## src/hdl/nv2r_pkg.sv

```systemverilog
// ----------------------------------------------------------------------------
// nv2r_pkg
// Shared types, coefficients and helpers for the NV21 pixel to RGB block.
// ----------------------------------------------------------------------------
package nv2r_pkg;

    localparam int CFG_INDEX_W = 2;
    localparam int REG_DIM_W   = 12;
    localparam int COORD_W     = 11;
    localparam int OFFSET_W    = 24;
    localparam int SUM_W       = 22;

    // Register indexes of the configuration port.
    localparam logic [CFG_INDEX_W-1:0] REG_FRAME_WIDTH  = 2'd0;
    localparam logic [CFG_INDEX_W-1:0] REG_FRAME_HEIGHT = 2'd1;
    localparam logic [CFG_INDEX_W-1:0] REG_ROTATION     = 2'd2;

    localparam logic [REG_DIM_W-1:0] WIDTH_RESET  = 12'd640;
    localparam logic [REG_DIM_W-1:0] HEIGHT_RESET = 12'd480;

    // Rotation codes in quarter turns.
    localparam logic [1:0] ROT_0   = 2'd0;
    localparam logic [1:0] ROT_90  = 2'd1;
    localparam logic [1:0] ROT_180 = 2'd2;
    localparam logic [1:0] ROT_270 = 2'd3;

    // BT.601 coefficients scaled by 1024.
    localparam logic signed [SUM_W-1:0] COEF_Y  = 22'sd1192;
    localparam logic signed [SUM_W-1:0] COEF_RV = 22'sd1634;
    localparam logic signed [SUM_W-1:0] COEF_GV = 22'sd832;
    localparam logic signed [SUM_W-1:0] COEF_GU = 22'sd400;
    localparam logic signed [SUM_W-1:0] COEF_BU = 22'sd2066;
    localparam logic [7:0]              LUMA_FLOOR = 8'd16;
    localparam int                      FRAC_BITS  = 10;

    typedef struct packed {
        logic [7:0] blue;
        logic [7:0] green;
        logic [7:0] red;
    } color_t;

    // Floor shift by the fraction bits, then clamp to a byte.
    function automatic logic [7:0] sat_shift(input logic signed [SUM_W-1:0] s);
        logic signed [SUM_W-FRAC_BITS-1:0] q;
        // Dropping the low bits of a two's complement value rounds toward minus infinity.
        q = s[SUM_W-1:FRAC_BITS];
        if (q < 0) begin
            return 8'd0;
        end else if (q > 255) begin
            return 8'd255;
        end else begin
            return q[7:0];
        end
    endfunction

endpackage

```

## src/hdl/nv2r_color.sv

```systemverilog
// ----------------------------------------------------------------------------
// nv2r_color
// Fixed-point YUV to BGR conversion with luma floor and byte saturation.
// ----------------------------------------------------------------------------
module nv2r_color (
    input  logic [7:0]       luma,
    input  logic [7:0]       chroma_v,
    input  logic [7:0]       chroma_u,
    output nv2r_pkg::color_t color
);

    logic [7:0]                            y_off;
    logic signed [nv2r_pkg::SUM_W-1:0]     y_s;
    logic signed [nv2r_pkg::SUM_W-1:0]     v_s;
    logic signed [nv2r_pkg::SUM_W-1:0]     u_s;
    logic signed [nv2r_pkg::SUM_W-1:0]     a0;
    logic signed [nv2r_pkg::SUM_W-1:0]     sum_b;
    logic signed [nv2r_pkg::SUM_W-1:0]     sum_g;
    logic signed [nv2r_pkg::SUM_W-1:0]     sum_r;

    always_comb begin
        y_off = (luma < nv2r_pkg::LUMA_FLOOR) ? 8'd0 : luma - nv2r_pkg::LUMA_FLOOR;
        y_s   = signed'({14'd0, y_off});
        // Flipping the top bit of an offset-binary byte gives value minus 128.
        v_s   = {{14{~chroma_v[7]}}, ~chroma_v[7], chroma_v[6:0]};
        u_s   = {{14{~chroma_u[7]}}, ~chroma_u[7], chroma_u[6:0]};
        a0    = nv2r_pkg::COEF_Y * y_s;
        sum_b = a0 + nv2r_pkg::COEF_BU * u_s;
        sum_g = a0 - nv2r_pkg::COEF_GV * v_s - nv2r_pkg::COEF_GU * u_s;
        sum_r = a0 + nv2r_pkg::COEF_RV * v_s;
        color.blue  = nv2r_pkg::sat_shift(sum_b);
        color.green = nv2r_pkg::sat_shift(sum_g);
        color.red   = nv2r_pkg::sat_shift(sum_r);
    end

endmodule

```

## src/hdl/nv2r_offset.sv

```systemverilog
// ----------------------------------------------------------------------------
// nv2r_offset
// Rotated destination byte offset and frame range check for one pixel.
// ----------------------------------------------------------------------------
module nv2r_offset (
    input  logic [nv2r_pkg::REG_DIM_W-1:0] width,
    input  logic [nv2r_pkg::REG_DIM_W-1:0] height,
    input  logic [1:0]                     rotation,
    input  logic [nv2r_pkg::COORD_W-1:0]   row,
    input  logic [nv2r_pkg::COORD_W-1:0]   column,
    output logic [nv2r_pkg::OFFSET_W-1:0]  dest_offset,
    output logic                           in_range
);

    localparam int OP_W   = nv2r_pkg::REG_DIM_W + 1;
    localparam int PROD_W = 2 * OP_W;

    logic signed [OP_W-1:0]   w_s;
    logic signed [OP_W-1:0]   h_s;
    logic signed [OP_W-1:0]   i_s;
    logic signed [OP_W-1:0]   j_s;
    logic signed [OP_W-1:0]   op_a;
    logic signed [OP_W-1:0]   op_b;
    logic signed [OP_W-1:0]   op_c;
    logic signed [PROD_W-1:0] pos;

    always_comb begin
        w_s = signed'({1'b0, width});
        h_s = signed'({1'b0, height});
        i_s = signed'({2'b00, row});
        j_s = signed'({2'b00, column});
        // Every rotation reduces to pos = a * b + c; low bits wrap correctly.
        case (rotation)
            nv2r_pkg::ROT_0: begin
                op_a = i_s;
                op_b = w_s;
                op_c = j_s;
            end
            nv2r_pkg::ROT_90: begin
                op_a = j_s;
                op_b = h_s;
                op_c = w_s - 13'sd1 - i_s;
            end
            nv2r_pkg::ROT_180: begin
                op_a = w_s;
                op_b = h_s - 13'sd1 - i_s;
                op_c = w_s - 13'sd1 - j_s;
            end
            default: begin
                op_a = w_s - 13'sd1 - j_s;
                op_b = h_s;
                op_c = h_s - 13'sd1 - i_s;
            end
        endcase
        pos         = op_a * op_b + PROD_W'(op_c);
        dest_offset = {pos[nv2r_pkg::OFFSET_W-3:0], 2'b00};
        in_range    = ({1'b0, row} < height) && ({1'b0, column} < width);
    end

endmodule

```

## src/hdl/nv21_pixel_to_rgb_rotate_top.sv

```systemverilog
// ----------------------------------------------------------------------------
// nv21_pixel_to_rgb_rotate_top
// NV21 pixel to BGR conversion with rotated 4-byte-per-pixel frame offset.
// ----------------------------------------------------------------------------
// Pipeline: an accepted beat passes through the input register, then the
// result register, before its result is presented.
// Throughput: one beat per cycle while m_ready does not stall the result side,
// set by the single conversion and offset multiply stage between the two registers.
// Reset: synchronous, active low; clears both valid flags and loads
// frame width 640, frame height 480 and rotation 0.
module nv21_pixel_to_rgb_rotate_top #(
    parameter int MAX_WIDTH  = 2048,
    parameter int MAX_HEIGHT = 2048
) (
    input  logic        aclk,
    input  logic        aresetn,

    input  logic        cfg_valid,
    output logic        cfg_ready,
    input  logic [1:0]  cfg_index,
    input  logic [11:0] cfg_data,

    input  logic        s_valid,
    output logic        s_ready,
    input  logic [7:0]  s_luma,
    input  logic [7:0]  s_chroma_v,
    input  logic [7:0]  s_chroma_u,
    input  logic [10:0] s_row,
    input  logic [10:0] s_column,

    output logic        m_valid,
    input  logic        m_ready,
    output logic [7:0]  m_blue,
    output logic [7:0]  m_green,
    output logic [7:0]  m_red,
    output logic [23:0] m_dest_offset,
    output logic        m_in_range
);

    logic [11:0] width_reg;
    logic [11:0] height_reg;
    logic [1:0]  rotation_reg;
    logic [11:0] width_cap;
    logic [11:0] height_cap;

    logic        s1_valid_reg;
    logic [7:0]  luma_reg;
    logic [7:0]  chroma_v_reg;
    logic [7:0]  chroma_u_reg;
    logic [10:0] row_reg;
    logic [10:0] column_reg;
    logic        s1_advance;

    nv2r_pkg::color_t color;
    logic [23:0]      offset;
    logic             in_range;

    logic             m_valid_reg;
    nv2r_pkg::color_t color_reg;
    logic [23:0]      dest_offset_reg;
    logic             in_range_reg;

    assign cfg_ready  = 1'b1;
    assign s1_advance = !m_valid_reg || m_ready;
    assign s_ready    = !s1_valid_reg || s1_advance;

    always_ff @(posedge aclk) begin
        if (!aresetn) begin
            width_reg    <= nv2r_pkg::WIDTH_RESET;
            height_reg   <= nv2r_pkg::HEIGHT_RESET;
            rotation_reg <= nv2r_pkg::ROT_0;
        end else if (cfg_valid) begin
            unique case (cfg_index)
                nv2r_pkg::REG_FRAME_WIDTH:  width_reg    <= cfg_data;
                nv2r_pkg::REG_FRAME_HEIGHT: height_reg   <= cfg_data;
                nv2r_pkg::REG_ROTATION:     rotation_reg <= cfg_data[1:0];
                default: ;
            endcase
        end
    end

    // Register values above the frame limits are used as the limits.
    always_comb begin
        width_cap  = (int'(width_reg) > MAX_WIDTH) ? 12'(MAX_WIDTH) : width_reg;
        height_cap = (int'(height_reg) > MAX_HEIGHT) ? 12'(MAX_HEIGHT) : height_reg;
    end

    always_ff @(posedge aclk) begin
        if (!aresetn) begin
            s1_valid_reg <= 1'b0;
        end else if (s_ready) begin
            s1_valid_reg <= s_valid;
        end
        if (s_valid && s_ready) begin
            luma_reg     <= s_luma;
            chroma_v_reg <= s_chroma_v;
            chroma_u_reg <= s_chroma_u;
            row_reg      <= s_row;
            column_reg   <= s_column;
        end
    end

    nv2r_color u_color (
        .luma     (luma_reg),
        .chroma_v (chroma_v_reg),
        .chroma_u (chroma_u_reg),
        .color    (color)
    );

    nv2r_offset u_offset (
        .width       (width_cap),
        .height      (height_cap),
        .rotation    (rotation_reg),
        .row         (row_reg),
        .column      (column_reg),
        .dest_offset (offset),
        .in_range    (in_range)
    );

    always_ff @(posedge aclk) begin
        if (!aresetn) begin
            m_valid_reg <= 1'b0;
        end else if (s1_advance) begin
            m_valid_reg <= s1_valid_reg;
        end
        if (s1_valid_reg && s1_advance) begin
            color_reg       <= color;
            dest_offset_reg <= offset;
            in_range_reg    <= in_range;
        end
    end

    assign m_valid       = m_valid_reg;
    assign m_blue        = color_reg.blue;
    assign m_green       = color_reg.green;
    assign m_red         = color_reg.red;
    assign m_dest_offset = dest_offset_reg;
    assign m_in_range    = in_range_reg;

    // A beat taken at the input is held in the first stage next cycle.
    a_s1_load: assert property (@(posedge aclk) disable iff (!aresetn)
        (s_valid && s_ready) |=> s1_valid_reg)
        else $error("accepted beat missing from input stage");

    // A stalled first stage keeps its beat.
    a_s1_hold: assert property (@(posedge aclk) disable iff (!aresetn)
        (s1_valid_reg && !s1_advance) |=> s1_valid_reg)
        else $error("input stage dropped a stalled beat");

    // A beat leaving the first stage lands in the result register.
    a_m_load: assert property (@(posedge aclk) disable iff (!aresetn)
        (s1_valid_reg && s1_advance) |=> m_valid_reg)
        else $error("result register missed a beat");

    // The input stage accepts whenever the result side can drain.
    a_no_bubble: assert property (@(posedge aclk) disable iff (!aresetn)
        (!m_valid_reg || m_ready) |-> s_ready)
        else $error("input stalled while result side is free");

endmodule
```

## config.mk

```make
export PLATFORM = sky130hd
export DESIGN_NAME = nv21_pixel_to_rgb_rotate_top
export DESIGN_NICKNAME = d
export VERILOG_FILES = /design/src/hdl/nv2r_pkg.sv /design/src/hdl/nv2r_color.sv /design/src/hdl/nv2r_offset.sv /design/src/hdl/nv21_pixel_to_rgb_rotate_top.sv
export SDC_FILE = /design/constraint.sdc
export NUM_CORES = 1
export LEC_CHECK = 0
export ABC_AREA = 0
export BUFFER_PORTS_ARGS = -buffer_cell sky130_fd_sc_hd__buf_2
export CORE_ASPECT_RATIO = 1.2
export CORE_MARGIN = 1
export CORE_UTILIZATION = 53
export DETAILED_ROUTE_END_ITERATION = 16
export GPL_ROUTABILITY_DRIVEN = 0
export PLACE_DENSITY = 0.71
export SYNTH_ARGS = -nofsm -noshare
export SYNTH_HDL_FRONTEND = slang
export SYNTH_SLANG_ARGS = --single-unit
```

## constraint.sdc

```tcl
create_clock -name aclk -period 25.9 [get_ports aclk]
set_input_delay 2.59 -clock aclk [delete_from_list [all_inputs] [get_ports aclk]]
set_output_delay 2.59 -clock aclk [all_outputs]
set_load 0.01 [all_outputs]
```

==> qor.yml, run 1 <==
route.detailed.drc: 5
p_sw_share_pct: 47.1
p_int_mw: 1.09
ys_warn_count: 0
finalPower_mw: 2.05
synth.ff_latch_count: 121
fin_nets: 2900
grt_max_degree: 67
start_util_pct: 54.2
ys_types: 69
crit_path_top_delay_cell: "mux4_2"
cts-root-buf: "clkbuf_16"
routedWlPerCell_um: 17.3
num_antenna_cells: 0
drtPass1Iterations: 11
maxSlewViolCount: 0
synth-async-reset-ratio_pct: 0
p_sw_mw: 0.967
hpwl_um: 40100
cpMostUsedCell: "fa_1"
ant_nets: 0
start_kind: "flop"
ios: 117
endpoint_kind: "flop"
seq_area_frac_synth_pct: 16.7
clk_path_buf_depth: 2
num_vias: 15619
hp-class: "flop to flop"
power.leakage_nw: 10.6
track_usage_pct: 26.3
num_rows: 77
synth_top_flop_cell: "edfxtp_1"
dp_cells: 2755
ctsHoldBuffers: 0
yosys.area.top_type: "fa_1"
fin_crit_ns: 9.77
p_comb_share_pct: 73.4
grt_pass1_wl_um: 79500
dieHeight_um: 215
met2_usage_pct: 49.3
cap_violations: 0
layout-drive-gt1-share_pct: 8.47
use_met3_pct: 3.75
worstReg2RegStart: "width_reg[11]"
clock.fmax_mhz: 102
area_growth_pct: 8.20
p_seq_share_pct: 14.6
drt_wl_total_um: 48300
crit_type: "flop to flop"
required_ns: 26.12
cts_max_level: 4
dieArea_mm2: 0.0387
fp.dieW_um: 180
register_area_mm2: 0.00336
avgViaCountPerCell: 5.60
tightest_slew_ns: 1.05
max-slew-margin-rel_pct: 30.2
port_buffers: 113
cp.arrival_ns: 9.99
fin_crit_sh_pct: 37.7
clk_pin_slew_ns: 0.07
worst-path-max-fanout: 13
insertion_delay_ns: 0.47
syn-cell-area_mm2: 0.0201
holdWs_ns: 0.465
yosys.cell_count.top_type: "inv_1"
dp_slack_ns: 16.27
synth_common_cells: "inv_1 (410), ha_1 (327), fa_1 (208)"
worstSetupStartpoint: "width_reg[11]"
first_global_vias: 16364
tritoncts: "built"
grt-busiest-layer: "met2"
multiInputGateArea_mm2: 0.0150
synth_top_area_share_pct: 20.7
rsz0062_at_grt: "false"
status: "complete, but fails checks"
fillers: 3221
holdCritStartpoint: "height_reg[2]"
antenna_found_initial: 0
violations: "design-rule violations"
max_stage_delay_ns: 0.64
synth-edff-count: 93
largest_reg_flops: 22
stdcell_count: 2787
powerDensity_mw_per_mm2: 94.4
clkPwrFrac_pct: 12.0
postSynthCellCount: 2204
clock_skew_ns: 0.0177
fin_setup_tns_ns: 0
overflow: 0
cts_buffers: 17
coreArea_mm2: 0.0371
cts_resized: 0
worst_slack_ns: 16.13
setup_viol: 0
synth_area_leaders: "fa_1 (21%), ha_1 (20%), edfxtp_1 (14%)"
hold_violations: 0
avgSynthCellArea_um2: 9.12
cts.sinks: 121
cts_setup_buffers: 0
peakVddDrop_mv: 0.0965
drtIter0Drc: 843
grt_use_met1_pct: 28.5
## cell usage in the layout (no fill, tap or decap), types with 32 or more instances in the layout
cell      instances
inv_1           410
o21ai_0          76
a21oi_1          97
nand2_1         205
fa_1            208
a21o_1           35
nor3_1           32
o21a_1           44
nor2_1          110
xnor2_1          99
and2_1           41
ha_1            327
edfxtp_1         93
buf_2           113
nor2b_1          65
## worst max-delay path, delay by kind of cell (launching register included)
family,cells,cell delay (ns)
fa+ha+maj,9,3.99
compound gates,10,2.38
simple gates,6,1.00
mux,1,0.64
flops,1,0.57
buf+inv,5,0.48
xor+xnor,2,0.43
## power by group through the flow
| stage | combinational [mW] | clock [mW] | sequential (mW) |
|---|---|---|---|
| detailed placement | 1.50 | 0 | 0.305 |
| floorplan | 1.16 | 0 | 0.316 |
| finish | 1.51 | 0.246 | 0.300 |
| global placement | 1.45 | 0 | 0.304 |
| CTS | 1.51 | 0.252 | 0.301 |
| global route | 1.70 | 0.259 | 0.304 |
## path summary, 6_finish.rpt
kind / cells past startpoint / slack [ns] / endpoint
worst min-delay path: 2 / 0.47 / height_reg[2]
worst max-delay path: 33 / 16.13 / m_dest_offset[23]
worst min register to register: 2 / 0.47 / height_reg[2]
worst max register to register: 33 / 16.13 / m_dest_offset[23]
## cells by family after synthesis
kind of cell	share of synthesized area, %
AOI/OAI and AO/OA	12.1
xor gates and xnor gates	5.38
adders and majority gates	41.1
buffers and inverters	8.74
DFF	16.7
muxes	2.65
other	0.0374
and+or+nand+nor	13.3
## metal layers
layer / vias to the layer above / wire (µm)
li1: 7470 / -
met1: 7607 / 18700
met2: 431 / 25500
met3: 111 / 1920
met4: 0 / 2260
met5: - / 0
## final cells by class
class / count / share of cell area [%]
Sequential cell: 121 / 15.4
Inverter: 410 / 7.08
Multi-Input combinational cell: 1623 / 69.0
Timing Repair Buffer: 127 / 3.08
Tap cell: 474 / 2.73
Clock buffer: 18 / 1.97
Clock inverter: 14 / 0.736
## stage by stage
step                      instance area, µm²  util, %
after floorplan                        20100        -
after global placement                 21200     57.1
after detailed placement               21200     57.1
after CTS                              21800     58.6
after global routing                   21800     58.6
final                                  21800     58.6
(Power assumes the default switching activity.)
==> run 2, diff against run 1 <==
ABC_AREA = 1   (was 0)
clock period = 10.1 ns   (was 25.9 ns; I/O delays follow)
==> qor.yml, run 2 <==
status: "finished, final reports clean"
setup_viol: 0
insertion_delay_ns: 0.47
p_sw_share_pct: 52.8
clk_pin_slew_ns: 0.07
fin_crit_sh_pct: 92.4
grt_max_degree: 48
worst_slack_ns: 0.767
start_kind: "flop"
maxSlewViolCount: 0
max-slew-margin-rel_pct: 30.5
final_common_cell: "inv_1"
seq_area_frac_synth_pct: 16.4
crit_path_top_delay_cell: "o21ai_0"
required_ns: 10.33
grt_pass1_wl_um: 85600
synth_top_area_share_pct: 20.4
dpl-instance-area_mm2: 0.0215
layout-drive-gt1-share_pct: 8.18
ctsHoldBuffers: 0
clock.fmax_mhz: 107
finalPower_mw: 7.28
synth-edff-count: 93
cts-root-buf: "clkbuf_16"
cts.sinks: 121
num_rows: 78
cts_resized: 0
hp-class: "flop to flop"
synth_common_cells: "inv_1 (568), nand2_1 (381), ha_1 (327)"
cts_setup_buffers: 0
peakVddDrop_mv: 0.260
num_vias: 17080
p_seq_share_pct: 11.8
dieHeight_um: 217
clk_path_buf_depth: 2
ios: 117
ys_warn_count: 0
fin_nets: 3226
drtPass1Iterations: 6
synth_area_leaders: "fa_1 (20%), ha_1 (20%), edfxtp_1 (14%)"
drtIter0Drc: 993
ant_nets: 0
yosys.cell_count.top_type: "inv_1"
area_growth_pct: 8.21
postSynthCellCount: 2511
p_int_mw: 3.44
route.detailed.drc: 0
track_usage_pct: 27.6
fin_util_pct: 58.4
drt_wl_total_um: 52300
avgSynthCellArea_um2: 8.13
first_global_vias: 17432
avgViaCountPerCell: 5.48
antenna_found_initial: 0
synth_top_flop_cell: "edfxtp_1"
synth-async-reset-ratio_pct: 0
hpwl_um: 44100
coreArea_mm2: 0.0379
dieArea_mm2: 0.0393
tritoncts: "built"
cts_max_level: 4
fp.dieW_um: 181
synth.ff_latch_count: 121
clock_skew_ns: 0.0241
max_stage_delay_ns: 0.63
tightest_slew_ns: 1.04
dp_cells: 3087
routedWlPerCell_um: 16.8
dp_slack_ns: 0.898
hold_violations: 0
clkPwrFrac_pct: 8.3
stdcell_count: 3119
fillers: 3394
powerDensity_mw_per_mm2: 329
rsz0062_at_grt: "false"
port_buffers: 113
largest_reg_flops: 22
layout_common_cells: "inv_1 (567), nand2_1 (381), ha_1 (327)"
num_antenna_cells: 0
ys_types: 61
fin_crit_ns: 9.33
endpoint_kind: "flop"
holdWs_ns: 0.483
overflow: 0
fin_setup_tns_ns: 0
cap_violations: 0
start_util_pct: 53.9
yosys.area.top_type: "fa_1"
worst-path-max-fanout: 11
crit_type: "flop to flop"
syn-cell-area_mm2: 0.0204
p_sw_mw: 3.84
cts_buffers: 17
power.leakage_nw: 11.5
cp.arrival_ns: 9.57
p_comb_share_pct: 79.8
postLayoutCellArea_mm2: 0.0221
run 2: changes by cell type after synthesis, moves of 27 or more:
cell / change
nand2_1: +176
inv_1: +158
a21oi_1: +80
nor2b_1: -66
nor2_1: +63
nand3_1: +62
xor2_1: +55
xnor2_1: -51
and2_1: -41
o21a_1: -40
o21ai_0: +34
a21o_1: -27
run 2: area by class of cell:
class | instances | area, µm² | area share [%]
Clock inverter | 13 | 129 | 0.583
Timing Repair Buffer | 122 | 633 | 2.86
Clock buffer | 19 | 433 | 1.96
Sequential cell | 121 | 3350 | 15.2
Inverter | 584 | 2210 | 9.99
Tap cell | 480 | 601 | 2.72
Multi-Input combinational cell | 1780 | 14700 | 66.7
run 2: worst paths after layout:
check,startpoint,endpoint,slack (ns),cells past startpoint
max,width_reg[4],m_dest_offset[23],0.77,35
min,height_reg[0],height_reg[0],0.48,2
max reg2reg,width_reg[4],m_dest_offset[23],0.77,35
min reg2reg,height_reg[0],height_reg[0],0.48,2
run 2: power by group through the flow:
| stage | sequential (mW) | combinational [mW] | clock (mW) |
|---|---|---|---|
| 2_1_floorplan | 0.904 | 4.42 | 0 |
| 3_3_place_gp | 0.870 | 5.64 | 0 |
| 3_5_place_dp | 0.871 | 5.79 | 0 |
| 4_1_cts | 0.862 | 5.82 | 0.621 |
| 5_1_grt | 0.870 | 6.61 | 0.638 |
| 6_report | 0.861 | 5.81 | 0.608 |
run 2: critical path: cells and delay by family (launching register included):
kind                       cells  cell delay [ns]
buffers and inverters          5             0.81
and+or+nand+nor               13             1.67
adders and majority gates      9             4.03
AOI/OAI and AO/OA              5             1.65
xor gates and xnor gates       3             0.56
DFF                            1             0.36
run 2: metal layers:
metal	up-vias	share of wire, %	track usage [%]
met5	-	0	0
met4	0	4.0	12.4
met3	123	5.8	4.45
met2	587	48	47.4
met1	8132	42	34.2
li1	8238	-	-
run 2: kinds of logic (layout without fill, tap and decap cells):
family,count (synthesis),count (layout),share of synthesized area (%)
and+or+nand+nor,727,727,15.3
DFF,121,121,16.4
other,2,3,0.0368
xor gates and xnor gates,126,126,5.44
AOI/OAI and AO/OA,389,389,10.9
buffers and inverters,611,738,11.5
adders and majority gates,535,535,40.4
==> run 3, diff against run 2 <==
ABC_AREA = unset   (was 1)
GPL_TIMING_DRIVEN = 1   (was unset)
==> qor.yml, run 3 (synthesis gave the netlist of run 1 again) <==
p_comb_share_pct: 73.3
fin_crit_ns: 9.44
cts_buffers: 17
hold_violations: 0
crit_path_top_delay_cell: "mux4_2"
insertion_delay_ns: 0.45
p_sw_mw: 2.49
tightest_slew_ns: 0.973
avgViaCountPerCell: 5.55
r2r_end: "m_dest_offset[23]"
cap_violations: 0
fin_util_pct: 58.8
clock_skew_ns: 0.0133
cts_max_level: 4
holdWs_ns: 0.468
multiInputGateArea_mm2: 0.0150
overflow: 0
crit_type: "flop to flop"
ff2ff_setup_slack_ns: 0.66
stdcell_count: 2791
cp.arrival_ns: 9.64
max_stage_delay_ns: 0.63
status: "complete, but fails checks"
num_vias: 15502
worstSetupStartpoint: "width_reg[11]"
dieArea_mm2: 0.0387
setup_viol: 0
required_ns: 10.30
route.detailed.drc: 5
worst_slack_ns: 0.662
postLayoutCellArea_mm2: 0.0218
hp-class: "flop to flop"
dpl-instance-area_mm2: 0.0212
clkPwrFrac_pct: 12.0
num_rows: 77
ctsHoldBuffers: 0
first_global_vias: 16233
ff2ff_path_depth: 31
fin_crit_sh_pct: 93.4
worst-path-max-fanout: 13
fillers: 3220
fin_nets: 2904
grt_max_degree: 48
power.leakage_nw: 10.6
p_int_mw: 2.80
area_growth_pct: 8.46
endpoint: "m_dest_offset[23]"
cts_resized: 0
clk_pin_slew_ns: 0.07
hpwl_um: 40500
drtIter0Drc: 803
powerDensity_mw_per_mm2: 243
clock.fmax_mhz: 106
register_area_mm2: 0.00336
num_antenna_cells: 0
final_common_cell: "inv_1"
routedWlPerCell_um: 17.2
dp_slack_ns: 0.294
maxSlewViolCount: 0
violations: "design-rule violations"
cts.sinks: 121
layout-drive-gt1-share_pct: 8.76
dp_cells: 2759
tritoncts: "built"
max-slew-margin-rel_pct: 35.1
worstReg2RegStart: "width_reg[11]"
clk_path_buf_depth: 2
track_usage_pct: 26.1
cts_setup_buffers: 0
drt_wl_total_um: 48000
start_kind: "flop"
dieHeight_um: 215
finalPower_mw: 5.30
grt_pass1_wl_um: 79600
peakVddDrop_mv: 0.289
cpMostUsedCell: "fa_1"
largest_reg_flops: 22
antenna_found_initial: 0
fp.dieW_um: 180
fin_setup_tns_ns: 0
drtPass1Iterations: 12
endpoint_kind: "flop"
port_buffers: 113
ant_nets: 0
p_seq_share_pct: 14.6
p_sw_share_pct: 47.1
ios: 117
coreArea_mm2: 0.0371
cts-root-buf: "clkbuf_16"
layout_common_cells: "inv_1 (410), ha_1 (327), fa_1 (208)"
rsz0062_at_grt: "false"
start_util_pct: 54.2
==> run 3: changes by cell type in the layout (fill, tap and decap cells not counted), moves of 40 or more <==
cell / previous run / this run
inv_1: 567 / 410
nand3_1: 85 / 23
and2_1: 1 / 41
xnor2_1: 48 / 99
a21oi_1: 176 / 97
o21a_1: 4 / 44
nor2b_1: 0 / 65
xor2_1: 77 / 22
nor2_1: 172 / 110
nand2_1: 381 / 205
==> run 3: how the worst min path moves through the flow <==
stage	slack (ns)	endpoint	from	cells after the start
6_report	0.47	height_reg[0]	height_reg[0]	2
5_1_grt	0.50	height_reg[0]	height_reg[0]	2
4_1_cts	0.47	height_reg[6]	height_reg[6]	2
3_5_place_dp	0.46	height_reg[6]	height_reg[6]	2
3_3_place_gp	0.45	height_reg[6]	height_reg[6]	2
2_1_floorplan	0.43	height_reg[5]	height_reg[5]	2
==> run 3: metal layers <==
metal	share of wire (%)	GRT usage, %
met2	53	49.5
met5	0	0
met3	3.4	3.56
met4	4.9	13.8
met1	39	28.0
==> run 3: area by class of cell <==
class	count	share of cell area, %
multi-input cells	1623	68.8
flip-flops and latches	121	15.4
inverters	410	7.06
repair buffers	131	3.21
well taps	474	2.72
clock buffers	17	1.95
clock inverters	15	0.815
==> run 3: power by group through the flow <==
| stage | logic (mW) | clock network, mW | registers, mW |
|---|---|---|---|
| final | 3.89 | 0.638 | 0.775 |
| after global routing | 4.39 | 0.672 | 0.782 |
| after CTS | 3.89 | 0.653 | 0.777 |
| after detailed placement | 3.86 | 0 | 0.786 |
| after global placement | 3.73 | 0 | 0.783 |
| after floorplan | 2.97 | 0 | 0.810 |
==> run 3: worst max-delay path, delay by kind of cell, from the launching register on <==
| kind | cells | cell delay, ns |
|---|---|---|
| xor gates and xnor gates | 2 | 0.42 |
| and+or+nand+nor | 5 | 0.98 |
| muxes | 1 | 0.63 |
| adders and majority gates | 9 | 4.10 |
| DFF | 1 | 0.38 |
| AOI/OAI and AO/OA | 9 | 2.15 |
| buffers and inverters | 5 | 0.52 |
